### config.mk
export PLATFORM = sky130hd
export DESIGN_NAME = gregorian_date_subtract_core_flat
export DESIGN_NICKNAME = d
export VERILOG_FILES = /design/src/hw/rtl/gds_pkg.sv /design/src/hw/rtl/gds_if.sv /design/src/hw/rtl/gds_leap.sv /design/src/hw/rtl/gregorian_date_subtract_core.sv /design/src/flat_wrapper.sv
export SDC_FILE = /design/constraint.sdc
export NUM_CORES = 1
export LEC_CHECK = 0
export ABC_AREA = 1
export BUFFER_PORTS_ARGS = -buffer_cell sky130_fd_sc_hd__buf_2
export CAP_MARGIN = 10
export CORE_UTILIZATION = 60
export CTS_CLUSTER_SIZE = 8
export DETAILED_ROUTE_END_ITERATION = 10
export PLACE_DENSITY = 0.82
export SKIP_LAST_GASP = 1
export SYNTH_ARGS = -nofsm -noshare
export SYNTH_HDL_FRONTEND = slang
export SYNTH_SLANG_ARGS = --single-unit
### constraint.sdc
create_clock -name clk -period 6.2 [get_ports clk]
set_input_delay 0.31 -clock clk [delete_from_list [all_inputs] [get_ports clk]]
set_output_delay 0.31 -clock clk [all_outputs]
set_load 0.02 [all_outputs]
### src/hw/rtl/gds_pkg.sv
`timescale 1ns / 1ps
package gds_pkg;

  localparam int ActW   = 4;
  localparam int CountW = 10;
  localparam int DayW   = 5;
  localparam int MonthW = 4;
  localparam int YearW  = 16;
  // count after the x7 expansion of week mode
  localparam int StepW  = 13;
  localparam int UpcW   = 5;

  localparam int MaxCountDef = 1023;
  localparam int CountMax    = (1 << CountW) - 1;

  localparam logic [ActW-1:0] ACT_DAYS         = 4'd0;
  localparam logic [ActW-1:0] ACT_WEEKS        = 4'd1;
  localparam logic [ActW-1:0] ACT_MONTHS       = 4'd2;
  localparam logic [ActW-1:0] ACT_YEARS_STEP   = 4'd3;
  localparam logic [ActW-1:0] ACT_YEARS_DIR    = 4'd4;
  localparam logic [ActW-1:0] ACT_DECADES_STEP = 4'd5;
  localparam logic [ActW-1:0] ACT_DECADES_DIR  = 4'd6;
  localparam logic [ActW-1:0] ACT_CENTURY      = 4'd7;
  localparam logic [ActW-1:0] ACT_MILLENNIUM   = 4'd8;

  localparam logic [MonthW-1:0] MonthJan = 4'd1;
  localparam logic [MonthW-1:0] MonthFeb = 4'd2;
  localparam logic [MonthW-1:0] MonthDec = 4'd12;
  localparam logic [DayW-1:0]   DayFirst = 5'd1;
  localparam logic [DayW-1:0]   DayDec31 = 5'd31;

  localparam logic [YearW-1:0] YearsDecade     = 16'd10;
  localparam logic [YearW-1:0] YearsCentury    = 16'd100;
  localparam logic [YearW-1:0] YearsMillennium = 16'd1000;

  localparam logic [DayW-1:0] MONTH_LEN [12] = '{
    5'd31, 5'd28, 5'd31, 5'd30, 5'd31, 5'd30,
    5'd31, 5'd31, 5'd30, 5'd31, 5'd30, 5'd31
  };

  typedef logic [UpcW-1:0] upc_t;

  typedef enum logic [2:0] {
    DOP_NONE,
    DOP_DAY_STEP,
    DOP_MONTH_STEP,
    DOP_YEAR_SUB,
    DOP_YEAR_DIRECT,
    DOP_CLAMP_DAY,
    DOP_CLAMP_ORIG
  } dop_t;

  typedef enum logic [1:0] {
    COP_NONE,
    COP_DEC,
    COP_X7
  } cop_t;

  // JMP_ZERO and JMP_LOOP branch on a zero count and then skip the step's ops
  typedef enum logic [2:0] {
    JMP_NEXT,
    JMP_ALWAYS,
    JMP_ZERO,
    JMP_LOOP,
    JMP_DISPATCH,
    JMP_DONE
  } jmp_t;

  typedef struct packed {
    dop_t dop;
    cop_t cop;
    jmp_t jmp;
    upc_t target;
  } uword_t;

  typedef enum logic {
    SEQ_IDLE,
    SEQ_RUN
  } seq_state_t;

  localparam upc_t UPC_START  = 5'd0;
  localparam upc_t UPC_DISP   = 5'd3;
  localparam upc_t UPC_WEEKS  = 5'd4;
  localparam upc_t UPC_DAYS   = 5'd5;
  localparam upc_t UPC_MONTHS = 5'd6;
  localparam upc_t UPC_YSTEP  = 5'd7;
  localparam upc_t UPC_YCLAMP = 5'd11;
  localparam upc_t UPC_YDIR   = 5'd12;
  localparam upc_t UPC_WAIT   = 5'd13;
  localparam upc_t UPC_CLAMPO = 5'd16;
  localparam upc_t UPC_FIN    = 5'd17;

  function automatic logic [DayW-1:0] days_in(input logic [MonthW-1:0] m, input logic leap);
    logic [DayW-1:0] len;
    begin
      if (m == MonthFeb) begin
        len = leap ? 5'd29 : 5'd28;
      end else if (m >= MonthJan && m <= MonthDec) begin
        len = MONTH_LEN[m - MonthJan];
      end else begin
        len = '0;
      end
      return len;
    end
  endfunction

  // Steps 0..2 and the three waits before each clamp cover the leap pipeline.
  function automatic uword_t ucode_rom(input upc_t a);
    uword_t w;
    begin
      w = '{dop: DOP_NONE, cop: COP_NONE, jmp: JMP_NEXT, target: UPC_FIN};
      case (a)
        5'd0, 5'd1, 5'd2: w.jmp = JMP_NEXT;
        UPC_DISP:   w.jmp = JMP_DISPATCH;
        UPC_WEEKS:  w = '{dop: DOP_NONE, cop: COP_X7, jmp: JMP_ALWAYS, target: UPC_DAYS};
        UPC_DAYS:   w = '{dop: DOP_DAY_STEP, cop: COP_DEC, jmp: JMP_LOOP, target: UPC_FIN};
        UPC_MONTHS: w = '{dop: DOP_MONTH_STEP, cop: COP_DEC, jmp: JMP_LOOP, target: UPC_WAIT};
        UPC_YSTEP:  w = '{dop: DOP_YEAR_SUB, cop: COP_DEC, jmp: JMP_ZERO, target: UPC_FIN};
        5'd8, 5'd9, 5'd10: w.jmp = JMP_NEXT;
        UPC_YCLAMP: w = '{dop: DOP_CLAMP_DAY, cop: COP_NONE, jmp: JMP_ALWAYS,
                          target: UPC_YSTEP};
        UPC_YDIR:   w = '{dop: DOP_YEAR_DIRECT, cop: COP_NONE, jmp: JMP_NEXT,
                          target: UPC_FIN};
        UPC_WAIT, 5'd14, 5'd15: w.jmp = JMP_NEXT;
        UPC_CLAMPO: w = '{dop: DOP_CLAMP_ORIG, cop: COP_NONE, jmp: JMP_ALWAYS,
                          target: UPC_FIN};
        UPC_FIN:    w.jmp = JMP_DONE;
        default:    w.jmp = JMP_ALWAYS;
      endcase
      return w;
    end
  endfunction

endpackage

### src/hw/rtl/gds_if.sv
`timescale 1ns / 1ps
interface gds_in_if import gds_pkg::*; ();
  logic                     valid;
  logic                     ready;
  logic [ActW-1:0]          action;
  logic [CountW-1:0]        step_count;
  logic [DayW-1:0]          in_day;
  logic [MonthW-1:0]        in_month;
  logic signed [YearW-1:0]  in_year;

  modport source (output valid, action, step_count, in_day, in_month, in_year,
                  input ready);
  modport sink   (input valid, action, step_count, in_day, in_month, in_year,
                  output ready);
endinterface

interface gds_out_if import gds_pkg::*; ();
  logic                     valid;
  logic                     ready;
  logic [DayW-1:0]          out_day;
  logic [MonthW-1:0]        out_month;
  logic signed [YearW-1:0]  out_year;

  modport source (output valid, out_day, out_month, out_year, input ready);
  modport sink   (input valid, out_day, out_month, out_year, output ready);
endinterface

### src/hw/rtl/gds_leap.sv
`timescale 1ns / 1ps
// Three-stage leap-year test on a two's complement year.
// |y| mod 100 through a reciprocal multiply, exact for |y| <= 32768.
module gds_leap import gds_pkg::*; (
  input  logic             clk,
  input  logic [YearW-1:0] year,
  output logic             leap
);

  localparam int RecipHundred = 5243;
  localparam int RecipShift   = 19;
  localparam int ProdW        = YearW + 13;
  localparam int QuoW         = 9;

  logic [YearW-1:0] abs1_r, abs2_r;
  logic             by4_1_r, by4_2_r;
  logic [ProdW-1:0] prod;
  logic [QuoW-1:0]  quo_r;
  logic [YearW-1:0] hund;
  logic             by100, by400;
  logic             leap_r;

  assign prod  = ProdW'(abs1_r) * ProdW'(RecipHundred);
  assign hund  = YearW'(quo_r) * YearW'(100);
  assign by100 = (hund == abs2_r);
  assign by400 = by100 && (quo_r[1:0] == 2'b00);

  always_ff @(posedge clk) begin
    abs1_r  <= year[YearW-1] ? (~year + 1'b1) : year;
    by4_1_r <= (year[1:0] == 2'b00);
    quo_r   <= prod[RecipShift +: QuoW];
    abs2_r  <= abs1_r;
    by4_2_r <= by4_1_r;
    leap_r  <= (by4_2_r && !by100) || by400;
  end

  assign leap = leap_r;

endmodule

### src/hw/rtl/gregorian_date_subtract_core.sv
`timescale 1ns / 1ps
// Gregorian date decrement. One item at a time: in_ch is ready while the
// sequencer is idle, and a result sits in an output register so the next
// item can be taken while it waits. The microcode program issues one control
// word per cycle, and holds on its final word while the output register is
// still full. The day loop is the long path; the leap pipeline accounts for
// the waits before every clamp. MAX_COUNT saturates the step count.
module gregorian_date_subtract_core import gds_pkg::*; #(
  parameter int MAX_COUNT = MaxCountDef
) (
  input  logic       clk,
  input  logic       rst_n,
  gds_in_if.sink     in_ch,
  gds_out_if.source  out_ch
);

  localparam int SatCountI = (MAX_COUNT > CountMax) ? CountMax : MAX_COUNT;
  localparam logic [CountW-1:0] SatCount = SatCountI[CountW-1:0];

  seq_state_t       state_r, state_nxt;
  upc_t             pc_r, pc_nxt;
  uword_t           uw;
  logic             accept, exec, load_out, cnt_zero, leap;
  upc_t             disp_tgt;

  logic [ActW-1:0]   act_r, act_nxt;
  logic [StepW-1:0]  cnt_r, cnt_nxt;
  logic [DayW-1:0]   day_r, day_nxt, orig_r, orig_nxt;
  logic [MonthW-1:0] month_r, month_nxt;
  logic [YearW-1:0]  year_r, year_nxt;
  logic [CountW-1:0] count_sat;
  logic [DayW-1:0]   day_fix, mlen_cur, mlen_prev;
  logic [MonthW-1:0] month_fix;
  logic [YearW-1:0]  cnt_wide, back;

  logic              out_valid_r, out_valid_nxt;
  logic [DayW-1:0]   out_day_r;
  logic [MonthW-1:0] out_month_r;
  logic [YearW-1:0]  out_year_r;

  gds_leap u_leap (
    .clk  (clk),
    .year (year_r),
    .leap (leap)
  );

  assign uw       = ucode_rom(pc_r);
  assign cnt_zero = (cnt_r == '0);
  assign accept   = in_ch.valid && in_ch.ready;

  always_comb begin
    case (act_r)
      ACT_DAYS:                           disp_tgt = UPC_DAYS;
      ACT_WEEKS:                          disp_tgt = UPC_WEEKS;
      ACT_MONTHS:                         disp_tgt = UPC_MONTHS;
      ACT_YEARS_STEP, ACT_DECADES_STEP:   disp_tgt = UPC_YSTEP;
      ACT_YEARS_DIR, ACT_DECADES_DIR,
      ACT_CENTURY, ACT_MILLENNIUM:        disp_tgt = UPC_YDIR;
      default:                            disp_tgt = UPC_FIN;
    endcase
  end

  // sequencer
  always_comb begin
    state_nxt   = state_r;
    pc_nxt      = pc_r;
    exec        = 1'b0;
    load_out    = 1'b0;
    in_ch.ready = 1'b0;
    case (state_r)
      SEQ_IDLE: begin
        in_ch.ready = 1'b1;
        if (in_ch.valid) begin
          state_nxt = SEQ_RUN;
          pc_nxt    = UPC_START;
        end
      end
      SEQ_RUN: begin
        case (uw.jmp)
          JMP_NEXT: begin
            exec   = 1'b1;
            pc_nxt = pc_r + 1'b1;
          end
          JMP_ALWAYS: begin
            exec   = 1'b1;
            pc_nxt = uw.target;
          end
          JMP_ZERO: begin
            if (cnt_zero) begin
              pc_nxt = uw.target;
            end else begin
              exec   = 1'b1;
              pc_nxt = pc_r + 1'b1;
            end
          end
          JMP_LOOP: begin
            if (cnt_zero) begin
              pc_nxt = uw.target;
            end else begin
              exec = 1'b1;
            end
          end
          JMP_DISPATCH: pc_nxt = disp_tgt;
          JMP_DONE: begin
            if (!out_valid_r || out_ch.ready) begin
              load_out  = 1'b1;
              state_nxt = SEQ_IDLE;
            end
          end
          default: pc_nxt = UPC_FIN;
        endcase
      end
      default: state_nxt = SEQ_IDLE;
    endcase
  end

  // input corrections
  assign count_sat = (in_ch.step_count > SatCount) ? SatCount : in_ch.step_count;
  assign day_fix   = (in_ch.in_day == '0) ? DayFirst : in_ch.in_day;
  always_comb begin
    if (in_ch.in_month < MonthJan) begin
      month_fix = MonthJan;
    end else if (in_ch.in_month > MonthDec) begin
      month_fix = MonthDec;
    end else begin
      month_fix = in_ch.in_month;
    end
  end

  assign mlen_cur  = days_in(month_r, leap);
  assign mlen_prev = days_in(month_r - 1'b1, leap);
  assign cnt_wide  = YearW'(cnt_r);

  always_comb begin
    case (act_r)
      ACT_YEARS_DIR:   back = cnt_wide;
      ACT_DECADES_DIR: back = (cnt_wide << 3) + (cnt_wide << 1);
      ACT_CENTURY:     back = YearsCentury;
      ACT_MILLENNIUM:  back = YearsMillennium;
      default:         back = '0;
    endcase
  end

  // datapath
  always_comb begin
    act_nxt   = act_r;
    cnt_nxt   = cnt_r;
    day_nxt   = day_r;
    orig_nxt  = orig_r;
    month_nxt = month_r;
    year_nxt  = year_r;
    if (accept) begin
      act_nxt   = in_ch.action;
      cnt_nxt   = StepW'(count_sat);
      day_nxt   = day_fix;
      orig_nxt  = day_fix;
      month_nxt = month_fix;
      year_nxt  = in_ch.in_year;
    end else if (exec) begin
      case (uw.dop)
        DOP_DAY_STEP: begin
          if (day_r > DayFirst) begin
            day_nxt = day_r - 1'b1;
          end else if (month_r == MonthJan) begin
            month_nxt = MonthDec;
            day_nxt   = DayDec31;
            year_nxt  = year_r - 1'b1;
          end else begin
            month_nxt = month_r - 1'b1;
            day_nxt   = mlen_prev;
          end
        end
        DOP_MONTH_STEP: begin
          if (month_r == MonthJan) begin
            month_nxt = MonthDec;
            year_nxt  = year_r - 1'b1;
          end else begin
            month_nxt = month_r - 1'b1;
          end
        end
        DOP_YEAR_SUB: begin
          year_nxt = (act_r == ACT_DECADES_STEP) ? (year_r - YearsDecade)
                                                 : (year_r - 1'b1);
        end
        DOP_YEAR_DIRECT: year_nxt = year_r - back;
        DOP_CLAMP_DAY:   day_nxt = (day_r > mlen_cur) ? mlen_cur : day_r;
        DOP_CLAMP_ORIG:  day_nxt = (orig_r > mlen_cur) ? mlen_cur : orig_r;
        default: ;
      endcase
      case (uw.cop)
        COP_DEC: cnt_nxt = cnt_r - 1'b1;
        COP_X7:  cnt_nxt = (cnt_r << 3) - cnt_r;
        default: ;
      endcase
    end
  end

  assign out_valid_nxt = load_out ? 1'b1 : (out_ch.ready ? 1'b0 : out_valid_r);

  always_ff @(posedge clk) begin
    if (!rst_n) begin
      state_r     <= SEQ_IDLE;
      pc_r        <= UPC_START;
      out_valid_r <= 1'b0;
    end else begin
      state_r     <= state_nxt;
      pc_r        <= pc_nxt;
      out_valid_r <= out_valid_nxt;
    end
  end

  always_ff @(posedge clk) begin
    act_r   <= act_nxt;
    cnt_r   <= cnt_nxt;
    day_r   <= day_nxt;
    orig_r  <= orig_nxt;
    month_r <= month_nxt;
    year_r  <= year_nxt;
    if (load_out) begin
      out_day_r   <= day_r;
      out_month_r <= month_r;
      out_year_r  <= year_r;
    end
  end

  assign out_ch.valid     = out_valid_r;
  assign out_ch.out_day   = out_day_r;
  assign out_ch.out_month = out_month_r;
  assign out_ch.out_year  = out_year_r;

endmodule

### src/flat_wrapper.sv
// flat-port wrapper written by rule: the top's interface ports become plain ports
module gregorian_date_subtract_core_flat import gds_pkg::*;
#(
  parameter int MAX_COUNT = MaxCountDef
)
  (clk, rst_n, in_ch_valid, in_ch_action, in_ch_step_count, in_ch_in_day, in_ch_in_month, in_ch_in_year, in_ch_ready, out_ch_valid, out_ch_out_day, out_ch_out_month, out_ch_out_year, out_ch_ready);
  gds_in_if in_ch_i ();
  gds_out_if out_ch_i ();
  input  logic clk;
  input  logic rst_n;
  input wire logic [$bits(in_ch_i.valid)-1:0] in_ch_valid;
  input wire logic [$bits(in_ch_i.action)-1:0] in_ch_action;
  input wire logic [$bits(in_ch_i.step_count)-1:0] in_ch_step_count;
  input wire logic [$bits(in_ch_i.in_day)-1:0] in_ch_in_day;
  input wire logic [$bits(in_ch_i.in_month)-1:0] in_ch_in_month;
  input wire logic [$bits(in_ch_i.in_year)-1:0] in_ch_in_year;
  output wire logic [$bits(in_ch_i.ready)-1:0] in_ch_ready;
  output wire logic [$bits(out_ch_i.valid)-1:0] out_ch_valid;
  output wire logic [$bits(out_ch_i.out_day)-1:0] out_ch_out_day;
  output wire logic [$bits(out_ch_i.out_month)-1:0] out_ch_out_month;
  output wire logic [$bits(out_ch_i.out_year)-1:0] out_ch_out_year;
  input wire logic [$bits(out_ch_i.ready)-1:0] out_ch_ready;
  assign in_ch_i.valid = in_ch_valid;
  assign in_ch_i.action = in_ch_action;
  assign in_ch_i.step_count = in_ch_step_count;
  assign in_ch_i.in_day = in_ch_in_day;
  assign in_ch_i.in_month = in_ch_in_month;
  assign in_ch_i.in_year = in_ch_in_year;
  assign in_ch_ready = in_ch_i.ready;
  assign out_ch_valid = out_ch_i.valid;
  assign out_ch_out_day = out_ch_i.out_day;
  assign out_ch_out_month = out_ch_i.out_month;
  assign out_ch_out_year = out_ch_i.out_year;
  assign out_ch_i.ready = out_ch_ready;
  gregorian_date_subtract_core #(.MAX_COUNT(MAX_COUNT)) u_core (.clk(clk), .rst_n(rst_n), .in_ch(in_ch_i), .out_ch(out_ch_i));
endmodule
==> flow_summary_export.csv, run 1 <==
group,metric,value,unit
worst_setup_path,startpoint_type,"flop",
final_layout,drive_above_1_share,8.09,%
sta,fin_tns_setup,0,ns
global_routing,grt_pass1_wl,60.0,mm
worst_setup_path,reg2reg_depth,19,
global_routing,grt_pass1_vias,12600,
worst_setup_path,cp_data_arrival_time,4.87,ns
clock_tree,cts_buffer_depth,2,
logic_synthesis,synth_seq_cells,128,
logic_synthesis,synth_ff_type,"edfxtp_1",
logic_synthesis,syn_inst,1911,
routing,met1_length,14.8,mm
logic_synthesis,netlist_top_cells_area,"ha_1 18%, edfxtp_1 14%, fa_1 11%, nand2_1 10%, inv_1 9.8%",
logic_synthesis,yosys.area.top_type,"ha_1",
sta,worst_pin_slew,0.802,ns
clock_tree,path_clk_slew,0.07,ns
worst_setup_path,regToRegSetupSlack,1.65,ns
clock_tree,clock_tree.root_cell,"clkbuf_16",
worst_hold_path,holdPathEnd,"u_core.act_r[3]$_DFFE_PP_",
logic_synthesis,ys_types,61,
logic_synthesis,synthArstFlopShare,0,%
clock_tree,numCtsBuffers,17,
status,status,"finished, final reports clean",
routing,wl_met2,19.0,mm
clock_tree,cts_tree,"yes",
logic_synthesis,synth.top_cell.area_share,17.7,%
worst_hold_path,hold_path_class,"in -> reg",
floorplanning,start_util,61.1,%
sta,max_slew_margin,46.1,%
worst_setup_path,critical_path.max_fanout,7,
routing,top_layer,"met4",
clock_tree,hold_buffers,0,
routing,wl_per_cell,16.2,um
power,p_int,0.00292,W
logic_synthesis,avgSynthCellArea,7.48,um2
logic_synthesis,synth_edf_count,69,
floorplanning,num_rows,56,
clock_tree,cts_resized,0,
global_routing,grt_util_all_layers,31.4,%
power,vdd_drop_max,0.441,mV
global_routing,antenna_found_initial,0,
final_layout,fin_cells,2310,
logic_synthesis,synth_warnings,0,
floorplanning,coreArea,23400,um2
final_layout,final_cell_mix,"395 x nand2_1, 374 x inv_1, 202 x ha_1",
worst_setup_path,timing.rr.start,"u_core.u_leap.abs1_r[12]$_DFF_P_",
worst_setup_path,crit_type,"reg -> reg",
power,switchingPower,0.00284,W
routing,viasPerCell,5.55,
power,p_clk_share,17.6,%
worst_setup_path,timing.rr.end,"u_core.u_leap.quo_r[7]$_DFF_P_",
floorplanning,die_x,156,um
sta,hold_viol_final,0,
routing,antenna_left,0,
final_layout,nets,2303,
power,combPwrFrac,64.0,%
sta,fin_skew,0.0148,ns
final_layout,syn2layout_area_growth,8.58,%
worst_setup_path,crit_required,6.52,ns
logic_synthesis,syn-cell-area,14300,um2
final_layout,diodes,0,
routing,wl_met3,2.00,mm
routing,remaining_drc_errors,0,
sta,rsz0062_at_grt,"no",
routing,vias,12800,
run,maxCapViolations,0,
worst_hold_path,hp-start,"in_ch_action[3]",
place,dp_cells,2278,
floorplanning,die_y,156,um
clock_tree,cts_setup_buffers,0,
routing,drt_iter0_markers,781,
clock_tree,cts_max_level,4,
logic_synthesis,syn-num-nets,2236,
sta,maxSlewViolCount,0,
sta,layout_worst_path_cycle_share,73.4,%
place,hpwl,30.2,mm
place,port_buffers,69,
sta,setup_viol,0,
global_routing,gr-total-overflow,0,
worst_hold_path,whs_path_depth,1,
logic_synthesis,ys_seq_area_share,22.7,%
clock_tree,insertion_delay,0.43,ns
sta,fmax,220,MHz
routing,dr.pass1.iters,5,
power,p_leak,8.01,nW
power,p_seq_share,18.4,%
floorplanning,die-area,24500,um2
sta,fin_crit,4.55,ns
floorplanning,io-pin-count,70,
clock_tree,clkSinkCount,128,
global_routing,grt_max_degree,62,
place,place_congestion,0.949,
power,powerDensity,371,nW/um2
routing,drt-total-wl,37.5,mm
power,p_sw_share,49.2,%
final_layout,final_common_cell,"nand2_1",
worst_setup_path,crit_path_end_kind,"flop",
==> per-layer routing <==
metal	vias to the layer above	global-route usage, %
met3	113	4.46
met4	0	15.5
met5	-	0
met2	471	57.3
li1	6293	-
met1	5955	35.9
==> synth_stat cells, types with 3 or more instances <==
library cell / count
dfxtp_1: 59
xor2_1: 48
nor4_1: 4
fa_1: 80
nand4_1: 23
edfxtp_1: 69
a31oi_1: 21
o21ai_1: 9
xnor2_1: 17
inv_2: 9
nand2_2: 7
nor2_1: 170
ha_1: 202
o21ai_0: 73
nor2_2: 11
a21oi_1: 104
o211ai_1: 5
buf_6: 3
nand3_1: 111
nand2_1: 395
inv_1: 374
a21o_1: 8
buf_1: 5
o21bai_1: 7
or2_1: 3
or2_2: 10
o221ai_1: 4
nand3b_1: 6
nor3_1: 21
clkbuf_1: 13
==> worst max-delay path, stage by stage (launching register included) <==
cell	delay (ns)
dfxtp_1	0.57
fa_1	0.51
ha_1	0.31
inv_1	0.06
fa_1	0.50
inv_1	0.06
fa_1	0.53
inv_1	0.05
fa_1	0.53
inv_1	0.04
ha_1	0.33
a21oi_1	0.16
o21ai_0	0.10
inv_1	0.06
nor2_1	0.03
nor2_1	0.08
nand3_1	0.18
nand2_1	0.11
nand3_1	0.08
xor2_1	0.15
==> stage by stage <==
stage               worst slack [ns]  power [W]  cell area, um2  hold slack (ns)  util (%)
floorplan                       2.07    0.00386           14300            0.310         -
CTS                             1.67    0.00574           15500           0.0572      66.4
detailed placement              1.73    0.00471           15000            0.329      63.9
global route                    1.42    0.00636           15500           0.0666      66.4
finish                          1.65    0.00576           15500           0.0690      66.4
global placement                1.84    0.00458           15000            0.311      63.9
==> registers in the layout (all words and copies together), names as in the netlist <==
name and count:
u_core.day_r 5, u_core.orig_r 5, u_core.u_leap.by4_1_r 1, u_core.u_leap.abs2_r 16, u_core.u_leap.quo_r 9, u_core.out_ch.out_day 5
u_core.out_ch.valid 1, u_core.pc_r 5, u_core.out_ch.out_year 16, u_core.out_ch.out_month 4, u_core.state_r 1, u_core.year_r 16
u_core.cnt_r 13, u_core.month_r 4, u_core.disp_tgt 5, u_core.u_leap.by4_2_r 1, u_core.u_leap.abs1_r 16, u_core.u_leap.leap 1
u_core.act_r 4
==> layout make-up <==
class | instances | area [um2]
multi-input cells | 1375 | 9490
fillers | 2041 | 7870
flip-flops and latches | 128 | 3250
inverters | 384 | 1440
clock buffers | 19 | 464
well taps | 319 | 399
repair buffers | 72 | 368
clock inverters | 13 | 110
==> worst max-delay path by stage <==
stage	start	endpoint	slack (ns)	cells after the start
after CTS	u_core.u_leap.abs1_r[12]$_DFF_P_	u_core.u_leap.quo_r[7]$_DFF_P_	1.67	19
after detailed placement	u_core.u_leap.abs1_r[4]$_DFF_P_	u_core.u_leap.quo_r[7]$_DFF_P_	1.73	18
after global placement	u_core.u_leap.abs1_r[14]$_DFF_P_	u_core.u_leap.quo_r[7]$_DFF_P_	1.84	17
after global routing	u_core.u_leap.abs1_r[4]$_DFF_P_	u_core.u_leap.quo_r[7]$_DFF_P_	1.42	18
final	u_core.u_leap.abs1_r[12]$_DFF_P_	u_core.u_leap.quo_r[7]$_DFF_P_	1.65	19
after floorplan	u_core.u_leap.abs1_r[4]$_DFF_P_	u_core.u_leap.quo_r[7]$_DFF_P_	2.07	18
==> cells by family (layout without fill, tap and decap cells) <==
logic type,Yosys count,in the layout,share of synthesized area (%)
AND/OR/NAND/NOR,774,774,23.3
XOR/XNOR,65,65,3.98
flip-flops,128,128,22.7
adder cells (fa/ha/maj),282,282,28.9
AO/OA/AOI/OAI,254,254,10.2
buffers and inverters,408,488,10.9
==> power by group through the flow <==
stage / sequential [W] / combinational, W / clock (W)
final: 0.00106 / 0.00369 / 0.00101
after global routing: 0.00107 / 0.00424 / 0.00104
after CTS: 0.00106 / 0.00366 / 0.00102
after detailed placement: 0.00108 / 0.00363 / 0
after global placement: 0.00107 / 0.00350 / 0
after floorplan: 0.00104 / 0.00282 / 0
No activity file was read; power rests on OpenSTA's default activity.
==> run 2: changes to the inputs <==
--- a/config.mk
+++ b/config.mk
@@ -8,10 +8,10 @@
 export ABC_AREA = 1
 export BUFFER_PORTS_ARGS = -buffer_cell sky130_fd_sc_hd__buf_2
 export CAP_MARGIN = 10
-export CORE_UTILIZATION = 60
+export CORE_UTILIZATION = 58
 export CTS_CLUSTER_SIZE = 8
 export DETAILED_ROUTE_END_ITERATION = 10
-export PLACE_DENSITY = 0.82
+export PLACE_DENSITY = 0.83
 export SKIP_LAST_GASP = 1
 export SYNTH_ARGS = -nofsm -noshare
 export SYNTH_HDL_FRONTEND = slang
==> constraint.sdc (replaced) <==
create_clock -name clk -period 3.95 [get_ports clk]
set_input_delay 0.1975 -clock clk [delete_from_list [all_inputs] [get_ports clk]]
set_output_delay 0.1975 -clock clk [all_outputs]
set_load 0.02 [all_outputs]
==> flow_summary_export.csv, run 2 (synthesis results as in run 1) <==
group,metric,value,unit
final_layout,final_cell_mix,"383 x nand2_1, 360 x inv_1, 181 x ha_1",
power,vdd_drop_max,0.682,mV
worst_setup_path,reg2reg_depth,20,
sta,maxSlewViolCount,0,
place,place_congestion,0.976,
final_layout,fillers,1966,
clock_tree,cts_max_level,4,
place,hpwl,31.2,mm
floorplanning,die_y,159,um
sta,fin_crit,4.27,ns
worst_setup_path,endpoint,"u_core.u_leap.quo_r[7]$_DFF_P_",
worst_setup_path,cp_data_arrival_time,4.59,ns
final_layout,fin_util,68.6,%
place,dp_cells,2346,
worst_setup_path,regToRegSetupSlack,-0.32,ns
status,violations,"negative setup slack",
clock_tree,insertion_delay,0.44,ns
sta,fmax,234,MHz
floorplanning,num_rows,57,
routing,remaining_drc_errors,0,
status,status,"finished, violations left",
clock_tree,clock_tree.root_cell,"clkbuf_16",
sta,setup_viol,9,
global_routing,grt_util_all_layers,32.1,%
worst_setup_path,crit_type,"reg -> reg",
floorplanning,start_util,59.0,%
floorplanning,io-pin-count,70,
power,p_leak,8.43,nW
sta,layout_worst_path_cycle_share,108,%
clock_tree,cts_tree,"yes",
sta,hold_viol_final,0,
sta,fin_tns_setup,-2.18,ns
place,place_ws,-0.327,ns
global_routing,antenna_found_initial,2,
routing,dr.pass1.iters,6,
clock_tree,cts_buffer_depth,2,
clock_tree,path_clk_slew,0.07,ns
global_routing,grt_max_degree,44,
global_routing,grt_pass1_wl,64.5,mm
clock_tree,clkSinkCount,128,
worst_setup_path,crit_required,4.27,ns
sta,fin_skew,0.0107,ns
global_routing,grt_pass1_vias,13400,
routing,wl_per_cell,16.8,um
sta,worst_slack,-0.317,ns
final_layout,fin_cells,2399,
sta,max_slew_margin,51.5,%
floorplanning,coreArea,24200,um2
clock_tree,numCtsBuffers,17,
final_layout,regArea,3290,um2
run,maxCapViolations,0,
routing,drt-total-wl,40.2,mm
routing,viasPerCell,5.52,
place,port_buffers,69,
sta,worst_pin_slew,0.726,ns
routing,antenna_left,0,
worst_setup_path,critPathLaunch,"u_core.u_leap.abs1_r[10]$_DFF_P_",
power,powerDensity,630,nW/um2
worst_setup_path,critical_path.max_fanout,6,
final_layout,multi_input_area,9880,um2
floorplanning,die-area,25300,um2
final_layout,nets,2385,
worst_setup_path,crit_path_end_kind,"flop",
worst_setup_path,timing.rr.end,"u_core.u_leap.quo_r[7]$_DFF_P_",
final_layout,final_common_cell,"nand2_1",
worst_setup_path,startpoint_type,"flop",
worst_setup_path,timing.rr.start,"u_core.u_leap.abs1_r[10]$_DFF_P_",
routing,drt_iter0_markers,868,
final_layout,drive_above_1_share,15.2,%
sta,rsz0062_at_grt,"yes",
global_routing,gr-total-overflow,0,
worst_hold_path,hold_path_class,"in -> reg",
final_layout,syn2layout_area_growth,16.4,%
floorplanning,die_x,159,um
routing,vias,13200,
## run 2: final cells by class
cell class	instances	share of cell area [%]
Inverter	384	8.66
Tap cell	324	2.44
Clock inverter	13	0.699
Timing Repair Buffer	154	6.19
Antenna cell	2	0.0301
Sequential cell	128	19.8
Multi-Input combinational cell	1375	59.4
Clock buffer	19	2.86
## run 2: worst max-delay path, cell delays in order (launching register included)
cell,delay (ns)
dfxtp_4,0.40
buf_6,0.13
fa_2,0.48
ha_4,0.28
inv_2,0.03
fa_1,0.50
inv_2,0.04
fa_1,0.47
inv_1,0.05
fa_1,0.50
inv_2,0.05
ha_4,0.23
a21oi_4,0.18
o21ai_1,0.12
inv_1,0.06
nor2_1,0.03
nor2_1,0.11
nand3_2,0.14
nand2_1,0.09
nand3_1,0.07
xor2_1,0.15
## run 2: worst min-delay path by stage
| stage | from | to | slack [ns] | depth (start not counted) |
|---|---|---|---|---|
| floorplan | in_ch_action[0] | u_core.act_r[0]$_DFFE_PP_ | 0.30 | 0 |
| global placement | u_core.u_leap.by4_1_r$_DFF_P_ | u_core.u_leap.by4_2_r$_DFF_P_ | 0.32 | 0 |
| detailed placement | u_core.u_leap.by4_1_r$_DFF_P_ | u_core.u_leap.by4_2_r$_DFF_P_ | 0.32 | 0 |
| CTS | in_ch_step_count[3] | u_core.cnt_r[3]$_DFFE_PP_ | 0.04 | 3 |
| global route | in_ch_in_year[4] | u_core.year_r[4]$_DFFE_PP_ | 0.05 | 3 |
| finish | in_ch_step_count[3] | u_core.cnt_r[3]$_DFFE_PP_ | 0.05 | 3 |
## run 2: metrics by stage
stage               area [um2]  power, W  hold slack (ns)
floorplan                14400   0.00622            0.296
global placement         15500   0.00766            0.322
detailed placement       15500   0.00790            0.317
CTS                      16500   0.00984           0.0425
global route             16600    0.0114           0.0469
finish                   16600    0.0105           0.0496
## run 2: layer usage
layer / vias up / routed length, um / share of wire (%) / global-route usage, %
met5: - / 0 / 0 / 0
met4: 0 / 2400 / 6.0 / 20.3
met3: 157 / 2290 / 5.7 / 4.77
met2: 550 / 20300 / 50 / 58.0
met1: 6079 / 15200 / 38 / 35.2
li1: 6460 / - / - / -
## run 2: report_power, final
part | switching (W) | internal [W]
Combinational | 0.00421 | 0.00299
Clock | 0.000693 | 0.000897
Sequential | 0.000155 | 0.00153
## run 2: repair_timing
action                                  CTS  global route
pin swaps                                42            23
endpoints found under the setup margin    9            12
gates resized for setup                  44            36
hold buffers                              9             0
setup buffers                             6             5
endpoints found under the hold margin     9             0
